==> src/design/bzt_pkg.sv <==
package bzt_pkg;

  localparam int unsigned BaseClkHz   = 1000000;
  localparam int unsigned FullScale   = 100;
  localparam int unsigned ResetPeriod = 1000;

  localparam int unsigned VolW    = 7;
  localparam int unsigned FreqW   = 16;
  localparam int unsigned DurW    = 16;
  localparam int unsigned PeriodW = 20;
  localparam int unsigned LevelW  = 19;

  // dividend wide enough for volume times half period
  localparam int unsigned DivW  = VolW + LevelW;
  localparam int unsigned DsrW  = 16;
  localparam int unsigned DivCntW = $clog2(DivW);

  typedef enum logic [1:0] {
    MODE_TICK  = 2'd0,
    MODE_START = 2'd1,
    MODE_STOP  = 2'd2
  } mode_e;

  typedef enum logic [1:0] {
    ST_IDLE,
    ST_PERIOD,
    ST_LEVEL,
    ST_EMIT
  } state_e;

  typedef struct packed {
    logic [1:0]       mode;
    logic [FreqW-1:0] tone_freq_hz;
    logic [DurW-1:0]  duration_ms;
  } in_t;

  typedef struct packed {
    logic [PeriodW-1:0] period_top;
    logic [LevelW-1:0]  duty_level;
    logic               sounding;
  } out_t;

  typedef struct packed {
    logic            start;
    logic [DivW-1:0] dividend;
    logic [DsrW-1:0] divisor;
  } div_req_t;

  typedef struct packed {
    logic            done;
    logic [DivW-1:0] quotient;
  } div_rsp_t;

endpackage

==> src/design/buzzer_tone_timer.sv <==
// buzzer tone timer: keeps the wrap value and compare level of a buzzer pwm
// running from a 1 mhz base clock.
// input channel (in_valid_i / in_stall_o / in_data_i): a millisecond tick,
// a start command (frequency, duration) or a stop command. every accepted
// item gives exactly one result on the output channel (out_valid_o /
// out_stall_i / out_data_o) with the pwm state after that item.
// config channel (cfg_valid_i / cfg_ready_o / cfg_data_i): volume in
// percent, always ready, values above 100 are stored as 100.
// a tick, a stop or an ignored command has its result loaded into the output
// register in the cycle of the transfer.
// a start with nonzero frequency is launched into two passes through one shared
// restoring divider (1000000 / freq, then volume times half period / 100), then
// its result is written back to the output register. input is stalled meanwhile.
// the output register holds one result; while it is full and the receiver
// stalls, the input is stalled as well and nothing is lost.
// reset: volume 100, period 1000, level 0, silent, output empty.
module buzzer_tone_timer (
  input  logic                          clk_i,
  input  logic                          rst_ni,
  input  logic                          in_valid_i,
  output logic                          in_stall_o,
  input  bzt_pkg::in_t                  in_data_i,
  output logic                          out_valid_o,
  input  logic                          out_stall_i,
  output bzt_pkg::out_t                 out_data_o,
  input  logic                          cfg_valid_i,
  output logic                          cfg_ready_o,
  input  logic [bzt_pkg::VolW-1:0]      cfg_data_i
);

  bzt_pkg::state_e                  state_q, state_d;
  logic [bzt_pkg::VolW-1:0]         vol_q, vol_d;
  logic                             active_q, active_d;
  logic [bzt_pkg::DurW-1:0]         remain_q, remain_d;
  logic [bzt_pkg::PeriodW-1:0]      period_q, period_d;
  logic [bzt_pkg::LevelW-1:0]       level_q, level_d;
  logic [bzt_pkg::DurW-1:0]         dur_q, dur_d;
  logic                             out_valid_q, out_valid_d;
  bzt_pkg::out_t                    out_q, out_d;

  bzt_pkg::div_req_t                div_req;
  bzt_pkg::div_rsp_t                div_rsp;

  logic                             out_free;
  logic                             in_xfer;
  logic [bzt_pkg::DurW-1:0]         remain_dec;

  bzt_div u_div (
    .clk_i  (clk_i),
    .rst_ni (rst_ni),
    .req_i  (div_req),
    .rsp_o  (div_rsp)
  );

  assign out_free   = !out_valid_q || !out_stall_i;
  assign in_stall_o = (state_q != bzt_pkg::ST_IDLE) || !out_free;
  assign in_xfer    = in_valid_i && !in_stall_o;
  assign remain_dec = remain_q - 1'b1;
  assign cfg_ready_o = 1'b1;

  always_comb begin
    state_d     = state_q;
    vol_d       = vol_q;
    active_d    = active_q;
    remain_d    = remain_q;
    period_d    = period_q;
    level_d     = level_q;
    dur_d       = dur_q;
    out_valid_d = out_valid_q && out_stall_i;
    out_d       = out_q;
    div_req.start    = 1'b0;
    div_req.dividend = bzt_pkg::DivW'(bzt_pkg::BaseClkHz);
    div_req.divisor  = in_data_i.tone_freq_hz;

    if (cfg_valid_i) begin
      vol_d = (cfg_data_i > bzt_pkg::VolW'(bzt_pkg::FullScale))
              ? bzt_pkg::VolW'(bzt_pkg::FullScale) : cfg_data_i;
    end

    case (state_q)
      bzt_pkg::ST_IDLE: begin
        if (in_xfer) begin
          case (bzt_pkg::mode_e'(in_data_i.mode))
            bzt_pkg::MODE_TICK: begin
              if (active_q && remain_q != '0) begin
                remain_d = remain_dec;
                if (remain_dec == '0) begin
                  level_d  = '0;
                  active_d = 1'b0;
                end
              end
            end
            bzt_pkg::MODE_START: begin
              if (in_data_i.tone_freq_hz != '0) begin
                div_req.start = 1'b1;
                dur_d         = in_data_i.duration_ms;
                state_d       = bzt_pkg::ST_PERIOD;
              end
            end
            bzt_pkg::MODE_STOP: begin
              level_d  = '0;
              active_d = 1'b0;
            end
            default: ;
          endcase
          if (state_d == bzt_pkg::ST_IDLE) begin
            out_valid_d      = 1'b1;
            out_d.period_top = period_d;
            out_d.duty_level = level_d;
            out_d.sounding   = active_d;
          end
        end
      end
      bzt_pkg::ST_PERIOD: begin
        if (div_rsp.done) begin
          period_d         = div_rsp.quotient[bzt_pkg::PeriodW-1:0];
          // level = volume * (period / 2) / 100
          div_req.start    = 1'b1;
          div_req.dividend = bzt_pkg::DivW'(vol_q)
                             * bzt_pkg::DivW'(div_rsp.quotient[bzt_pkg::PeriodW-1:1]);
          div_req.divisor  = bzt_pkg::DsrW'(bzt_pkg::FullScale);
          state_d          = bzt_pkg::ST_LEVEL;
        end
      end
      bzt_pkg::ST_LEVEL: begin
        if (div_rsp.done) begin
          level_d  = div_rsp.quotient[bzt_pkg::LevelW-1:0];
          active_d = 1'b1;
          remain_d = dur_q;
          state_d  = bzt_pkg::ST_EMIT;
        end
      end
      bzt_pkg::ST_EMIT: begin
        if (out_free) begin
          out_valid_d      = 1'b1;
          out_d.period_top = period_q;
          out_d.duty_level = level_q;
          out_d.sounding   = active_q;
          state_d          = bzt_pkg::ST_IDLE;
        end
      end
      default: state_d = bzt_pkg::ST_IDLE;
    endcase
  end

  always_ff @(posedge clk_i or negedge rst_ni) begin
    if (!rst_ni) begin
      state_q     <= bzt_pkg::ST_IDLE;
      vol_q       <= bzt_pkg::VolW'(bzt_pkg::FullScale);
      active_q    <= 1'b0;
      remain_q    <= '0;
      period_q    <= bzt_pkg::PeriodW'(bzt_pkg::ResetPeriod);
      level_q     <= '0;
      out_valid_q <= 1'b0;
    end else begin
      state_q     <= state_d;
      vol_q       <= vol_d;
      active_q    <= active_d;
      remain_q    <= remain_d;
      period_q    <= period_d;
      level_q     <= level_d;
      out_valid_q <= out_valid_d;
    end
  end

  always_ff @(posedge clk_i) begin
    dur_q <= dur_d;
    out_q <= out_d;
  end

  assign out_valid_o = out_valid_q;
  assign out_data_o  = out_q;

endmodule

==> src/design/bzt_div.sv <==
module bzt_div (
  input  logic               clk_i,
  input  logic               rst_ni,
  input  bzt_pkg::div_req_t  req_i,
  output bzt_pkg::div_rsp_t  rsp_o
);

  logic                           busy_q, busy_d;
  logic                           done_q, done_d;
  logic [bzt_pkg::DivCntW-1:0]    cnt_q, cnt_d;
  logic [bzt_pkg::DivW-1:0]       quo_q, quo_d;
  logic [bzt_pkg::DsrW-1:0]       rem_q, rem_d;
  logic [bzt_pkg::DsrW-1:0]       dsr_q, dsr_d;
  logic [bzt_pkg::DsrW:0]         trial;
  logic [bzt_pkg::DsrW:0]         diff;
  logic                           fits;

  // one restoring step per cycle, msb first
  assign trial = {rem_q, quo_q[bzt_pkg::DivW-1]};
  assign diff  = trial - {1'b0, dsr_q};
  assign fits  = trial >= {1'b0, dsr_q};

  always_comb begin
    busy_d = busy_q;
    done_d = 1'b0;
    cnt_d  = cnt_q;
    quo_d  = quo_q;
    rem_d  = rem_q;
    dsr_d  = dsr_q;
    if (req_i.start) begin
      busy_d = 1'b1;
      cnt_d  = bzt_pkg::DivCntW'(bzt_pkg::DivW - 1);
      quo_d  = req_i.dividend;
      rem_d  = '0;
      dsr_d  = req_i.divisor;
    end else if (busy_q) begin
      quo_d = {quo_q[bzt_pkg::DivW-2:0], fits};
      rem_d = fits ? diff[bzt_pkg::DsrW-1:0] : trial[bzt_pkg::DsrW-1:0];
      if (cnt_q == '0) begin
        busy_d = 1'b0;
        done_d = 1'b1;
      end else begin
        cnt_d = cnt_q - 1'b1;
      end
    end
  end

  always_ff @(posedge clk_i or negedge rst_ni) begin
    if (!rst_ni) begin
      busy_q <= 1'b0;
      done_q <= 1'b0;
      cnt_q  <= '0;
    end else begin
      busy_q <= busy_d;
      done_q <= done_d;
      cnt_q  <= cnt_d;
    end
  end

  always_ff @(posedge clk_i) begin
    quo_q <= quo_d;
    rem_q <= rem_d;
    dsr_q <= dsr_d;
  end

  assign rsp_o.done     = done_q;
  assign rsp_o.quotient = quo_q;

endmodule

==> config.mk <==
export PLATFORM = sky130hd
export DESIGN_NAME = buzzer_tone_timer
export DESIGN_NICKNAME = d
export VERILOG_FILES = /design/src/design/bzt_pkg.sv /design/src/design/buzzer_tone_timer.sv /design/src/design/bzt_div.sv
export SDC_FILE = /design/constraint.sdc
export NUM_CORES = 1
export LEC_CHECK = 0
export BUFFER_PORTS_ARGS = -buffer_cell sky130_fd_sc_hd__buf_2
export CAP_MARGIN = 20
export CORE_UTILIZATION = 54
export DETAILED_ROUTE_END_ITERATION = 10
export GPL_TIMING_DRIVEN = 0
export PLACE_DENSITY_LB_ADDON = 0.15
export SLEW_MARGIN = 30
export SYNTH_ARGS = -nofsm -noshare
export SYNTH_HDL_FRONTEND = slang
export SYNTH_SLANG_ARGS = --single-unit
==> constraint.sdc <==
create_clock -name clk_i -period 15.14 [get_ports clk_i]
set_clock_uncertainty 0.1 [all_clocks]
set_input_delay 0.757 -clock clk_i [delete_from_list [all_inputs] [get_ports clk_i]]
set_output_delay 0.757 -clock clk_i [all_outputs]
set_load 0.005 [all_outputs]
==> results of run 1 <==
==> layer usage <==
| metal | global-route usage | up-vias | routed length (um) |
|---|---|---|---|
| met5 | 0 | - | 0 |
| met4 | 0.0670 | 0 | 428 |
| met3 | 0.0317 | 27 | 1130 |
| met2 | 0.449 | 220 | 15100 |
| met1 | 0.343 | 4780 | 13600 |
| li1 | - | 4758 | - |
==> state kept, by name (all words and copies together) (netlist names) <==
signal / count
u_div.dsr_q: 16
u_div.busy_q: 1
level_q: 19
u_div.rem_q: 16
u_div.cnt_q: 5
u_div.done_q: 1
u_div.quo_q: 26
out_data_o: 40
state_q: 2
dur_q: 16
active_q: 1
vol_q: 7
out_valid_o: 1
remain_q: 16
period_q: 20
==> cell usage in the layout, fill, tap and decap left out, types with 13 or more instances in the layout <==
cell type,n
dfxtp_1,16
fa_1,85
ha_1,68
buf_2,88
nand2b_1,15
xnor2_1,15
clkbuf_1,63
and2_1,111
o21ai_0,68
mux2i_1,17
nand3_1,40
dfrtp_1,64
inv_1,127
nor2_1,95
a21o_1,13
xor2_1,17
nor3_1,49
edfxtp_1,98
a21oi_1,58
clkbuf_16,17
nand2_1,159
==> final cells by class <==
| cell class | instances | area share |
|---|---|---|
| sequential | 187 | 0.353 |
| multi-input combinational | 963 | 0.490 |
| timing repair buffer | 87 | 0.0319 |
| buffer | 74 | 0.0218 |
| clock inverter | 15 | 0.0122 |
| clock buffer | 17 | 0.0294 |
| tap | 319 | 0.0276 |
| inverter | 130 | 0.0338 |
==> worst max-delay path by stage <==
stage | from | end | slack, ps | depth (start not counted)
2_1_floorplan | vol_q[5] | u_div.quo_q[23] | 10040 | 17
3_3_place_gp | in_data_i[19] | u_div.quo_q[1] | 8870 | 9
3_5_place_dp | in_data_i[16] | u_div.quo_q[1] | 8780 | 9
4_1_cts | vol_q[5] | u_div.quo_q[23] | 9180 | 17
5_1_grt | vol_q[5] | u_div.quo_q[23] | 8810 | 17
6_report | vol_q[5] | u_div.quo_q[23] | 9200 | 17
==> through the flow <==
stage / power [mW] / hold WS (ps) / instances / util
finish: 1.63 / 148 / 1792 / 0.614
global route: 1.74 / 166 / 1792 / 0.614
CTS: 1.64 / 158 / 1792 / 0.614
detailed placement: 1.18 / 332 / 1760 / 0.588
global placement: 1.16 / 333 / 1759 / 0.587
floorplan: 1.05 / 325 / 1354 / -
==> power by group <==
part | total, mW | switching [mW] | internal [mW]
combinational | 0.571 | 0.332 | 0.239
sequential | 0.608 | 0.0248 | 0.583
clock | 0.455 | 0.219 | 0.236
total | 1.63 | 0.576 | 1.06
==> cells by family after synthesis <==
group,count (synthesis),share of synthesized area
buffers and inverters,204,0.0619
flip-flops,187,0.393
other,1,0.000289
AO/OA/AOI/OAI,219,0.104
multiplexers,20,0.0157
AND/OR/NAND/NOR,538,0.207
adder cells (fa/ha/maj),153,0.197
XOR/XNOR,32,0.0216
==> metrics, run 1 <==
status finished clean; count of final hold-check violations 0; first-pass GRT wire length 49300 um; routed vias/inst roughly 5.5; CTS Hold Bufs 0; clock tree sinks 187; die area 24700 sq um; Pwr per Cell Area ~110 nW/um^2; syn avg cell area 9.59 sq um; # nets final 1659; worst-margin pin slew slightly above 900 ps; HP Class primary input to asynchronous set/reset pin; CTS H-tree depth 4; Die X 157 um; library cells used by synthesis 68; remaining antenna violation count 0; Initial Utilization 0.551; DP Area 13800 sq um; leakage 6.45 nW; CTS root buffer clkbuf_16; unrepaired setup endpoints after global routing false; Post-synth EDFFs just under 100; Num CTS Buffers 17; crit path DAT 6060 ps; leading area contributor after synthesis edfxtp_1; drt pass-1 iters 5; top cells by count, synth nand2_1 (159), inv_1 (128), and2_1 (111); DP Wirelength 22400 um; crit-path leading delay family adder cells; delay of the slowest critical-path stage 540 ps; CP bufs+invs 4; R2R depth 17; flip-flop and latch area 5100 sq um; Synth top area share 0.227; max_cap viols 0; global route total overflow 0; largest net degree at the start of global routing 45; core area 23500 sq um; post-route minimum period slightly below 6000 ps; fmax between 150 and 200 MHz; clock transition at the registers of the reported paths around 80 ps; CTS tree built; critical path class register to register; Slowest-stage cell, CP fa_1; Post-Route WL around 30000 um; final worst slack 9200 ps; Total GRT Usage 0.259; wire per inst 16.9 um; via count 9785; Port Buf Inserts 86; maximum clock path buffer count 2; Antenna diodes 0; layout cells sized above 1 0.109; syn nets roughly 1600; count of pins over their slew limit 0; GP Congestion 0.876; fillcell total between 2000 and 2500; Syn Inst Count about 1400; most frequent CP cell fa_1; Main synth FF type edfxtp_1; Resized Gates After CTS 0; ys async rst share 0.390; Mapped Area 13000 sq um; crit-path cells clkbuf_1 > and2_1 > fa_1 > fa_1 > fa_1 > inv_1 > fa_1 > inv_1 > ha_1 > clkbuf_1 > nand3_1 > nor2_1 > nand4_1 > a21boi_0 > a31oi_1 > o21a_1 > o311ai_0; VDD IR max just under 0.08 mV; dominant cells by area after synthesis edfxtp_1 (23%), fa_1 (13%), dfrtp_1 (12%); R2R Path Start vol_q[5]; Die Y 157 um; final setup fails 0; final instance area 14500 sq um; IO Pins 89; number of remaining DRC errors 0; count leader, synth nand2_1; Ys Warns 0; sequential share of the synthesized area 0.393; Setup TNS 0 ps; Tcrit/Tclk final 0.392; Iteration-0 DRC Markers roughly 560; pre-CTS setup slack 8780 ps; CP Capture Type register; number of global-route vias before repair 9691; startpoint types register; Clk Latency, worst-skew pair 430 ps; synthesized flop and latch total between 150 and 200; highest net fanout along the worst path 10; worst path required time 15270 ps; reg-to-reg slack, setup 9200 ps; row count 56; Area Growth Syn to Fin 11.3%; area of the multi-input gates 7080 sq um; reg2reg end u_div.quo_q[23]; setup repair bufs after CTS 0; slew margin rel. 0.391; antenna violations before repair 0
Power figures use the tool's default switching activity.
==> inputs of run 2 (changes only) <==
Settings changed: ABC_AREA from default to 1.
Clock period 15.14 ns to 5.3 ns, I/O delays scaled along.
==> metrics, run 2 <==
status finished with violations (was finished clean); failing checks negative hold slack; global route total overflow 0 (unchanged); simple-gate share of the synthesized area 0.200 (was 0.207); Clk Latency, worst-skew pair 430 ps (about the same); Setup TNS 0 ps (unchanged); CTS H-tree depth 4 (unchanged); via count 10800 (was 9785); die area 25300 sq um (was 24700 sq um); Pwr Total 6.58 mW (was 1.63 mW); fillcell total 2158 (was 2052); CTS root buffer clkbuf_16 (unchanged); post-synthesis compound-gate area fraction 0.0869 (was 0.104); Final Non-Filler Cells 2121 (was 1792); VDD IR max 0.331 mV (was 0.0793 mV); post-route minimum period 5040 ps (was 5940 ps); highest net fanout along the worst path 10 (unchanged); number of global-route vias before repair 10800 (was 9691); unrepaired setup endpoints after global routing false (unchanged); clock tree sinks 187 (unchanged); worst path required time 5380 ps (was 15270 ps); most frequent cells in the layout nand2_1 (439), inv_1 (357), o21ai_0 (109) (was nand2_1 (159), inv_1 (127), and2_1 (111)); DP Wirelength 24500 um (was 22400 um); count leader, synth nand2_1 (unchanged); worst-margin pin slew 944 ps (was 907 ps); Tcrit/Tclk final 0.952 (was 0.392); synthesized flop and latch total 187 (unchanged); first-pass GRT wire length 53300 um (was 49300 um); fmax 198 MHz (was 168 MHz); dominant cells by area after synthesis edfxtp_1 (22%), fa_1 (13%), nand2_1 (12%) (was edfxtp_1 (23%), fa_1 (13%), dfrtp_1 (12%)); count of final hold-check violations 1 (was 0); largest net degree at the start of global routing 39 (was 45); largest family of logic cells by synthesized area simple AND/OR/NAND/NOR gates (unchanged); Area Growth Syn to Fin 13.6% (was 11.3%); Main synth FF type edfxtp_1 (unchanged); # nets final 1983 (was 1659); Total GRT Usage 0.264 (was 0.259); GP Congestion 0.894 (was 0.876); startpoint types register (unchanged); maximum clock path buffer count 2 (unchanged); count of pins over their slew limit 0 (unchanged); crit path DAT 5120 ps (was 6060 ps); Die X 159 um (was 157 um); leading area contributor after synthesis edfxtp_1 (unchanged); sequential share of the synthesized area 0.383 (was 0.393); slew margin rel. 0.370 (was 0.391); final setup fails 0 (unchanged); number of remaining DRC errors 0 (unchanged); wire per inst 15.0 um (was 16.9 um); Mapped Area 13300 sq um (was 13000 sq um); Synth Area in Adders 0.191 (was 0.197); Synth top area share 0.221 (was 0.227); post-synthesis mux area share 0.00169 (was 0.0157); Antenna diodes 0 (unchanged); clock transition at the registers of the reported paths 80 ps (about the same); Hold WS -2.67 ps (was 148 ps); HP Class primary input to register (was primary input to asynchronous set/reset pin); syn avg cell area 8.07 sq um (was 9.59 sq um); Initial Utilization 0.550 (was 0.551); remaining antenna violation count 0 (unchanged); ys async rst share 0.390 (unchanged); drt pass-1 iters 5 (unchanged); max reg flops 40 (unchanged); Syn Inst Count 1652 (was 1354); xor/xnor share of the synthesized area 0.0144 (was 0.0216); core area 24200 sq um (was 23500 sq um); Ys Warns 0 (unchanged); layout cells sized above 1 0.104 (was 0.109); Die Y 159 um (was 157 um); Iteration-0 DRC Markers 691 (was 556); top cells by count, synth nand2_1 (439), inv_1 (358), o21ai_0 (112) (was nand2_1 (159), inv_1 (128), and2_1 (111)); dpl cells 2066 (was 1760); syn nets 1851 (was 1553); most common cell after layout, fill and taps aside nand2_1 (unchanged); CP Capture Type register (unchanged); Post-synth EDFFs 98 (unchanged); IO Pins 89 (unchanged); leakage 7.99 nW (was 6.45 nW); antenna violations before repair 0 (unchanged); Pwr per Cell Area 435 nW/um^2 (was 113 nW/um^2); critical path class register to register (unchanged); Num CTS Buffers 17 (unchanged); max_cap viols 0 (unchanged); CTS tree built (unchanged); row count 57 (was 56); Port Buf Inserts 87 (was 86); Post-Route WL 31800 um (was 30200 um); library cells used by synthesis 49 (was 68); routed vias/inst 5.09 (was 5.46)
-- run 2: cell count changes after synthesis, moves of 17 or more --
cell,previous run,this run
nand3_1,40,76
and2_1,111,0
nor3_1,49,8
o21ai_0,68,112
mux2i_1,17,0
nand2_1,159,439
clkbuf_1,63,37
inv_1,128,358
-- run 2: layout make-up --
cell class                 count  area (sq um)  area share
multi-input combinational   1042          6630       0.437
sequential                   187          5100       0.337
inverter                     360          1350      0.0892
timing repair buffer         114           741      0.0489
clock buffer                  17           425      0.0281
tap                          324           405      0.0268
buffer                        62           297      0.0196
clock inverter                15           204      0.0135
-- run 2: worst max-delay path: stages, from the launching register on --
cell	delay (ps)
dfstp_2	530
buf_2	240
nand2_1	90
inv_1	90
fa_1	440
fa_1	520
fa_1	540
inv_1	50
fa_1	520
inv_1	40
ha_1	350
nand2_1	130
nor2_1	160
nand4_1	120
o21ai_2	240
nand2_1	140
o21ai_0	260
nand2_1	80
nand2_1	60
o21ai_0	70
-- run 2: final timing paths --
| path | slack (ps) | startpoint | endpoint | cells after the start |
|---|---|---|---|---|
| max reg2reg | 260 | vol_q[5] | u_div.quo_q[23] | 19 |
| max | 260 | vol_q[5] | u_div.quo_q[23] | 19 |
| min in group asynchronous | 230 | rst_ni | remain_q[3] | 2 |
| min reg2reg | 350 | period_q[17] | out_data_o[37] | 0 |
| max in group asynchronous | 4220 | rst_ni | vol_q[6] | 3 |
| min | -3 | cfg_data_i[2] | vol_q[2] | 3 |
-- run 2: through the flow --
step | setup slack (ps) | utilization | instance area, sq um
2_1_floorplan | 536 | - | 13300
3_3_place_gp | -176 | 0.585 | 14200
3_5_place_dp | -225 | 0.588 | 14300
4_1_cts | 48.9 | 0.624 | 15100
5_1_grt | 11.1 | 0.625 | 15100
6_report | 255 | 0.625 | 15100
-- run 2: timing repair --
item,CTS,global route
pin swaps,0,0
hold buffers,24,0
resized for setup,7,23
setup buffers,0,0
setup endpoints to repair,8,9
endpoints found under the hold margin,60,0
-- run 2: metal layers --
metal,vias up,track usage,part of all wire
met5,-,0,0
met2,251,0.470,0.50
met4,0,0.0669,0.017
li1,5387,-,-
met3,39,0.0320,0.039
met1,5118,0.341,0.44
-- run 2: kinds of logic after synthesis --
group,count (synthesis)
AND/OR/NAND/NOR,652
buffers and inverters,423
AO/OA/AOI/OAI,212
flip-flops,187
adder cells (fa/ha/maj),153
XOR/XNOR,22
multiplexers,2
other,1
-- run 2: power breakdown --
part	leakage [nW]	switching (mW)	total (mW)	internal [mW]
Clock	0.300	0.617	1.34	0.725
Combinational	5.80	2.24	3.54	1.30
Sequential	1.90	0.0607	1.70	1.64
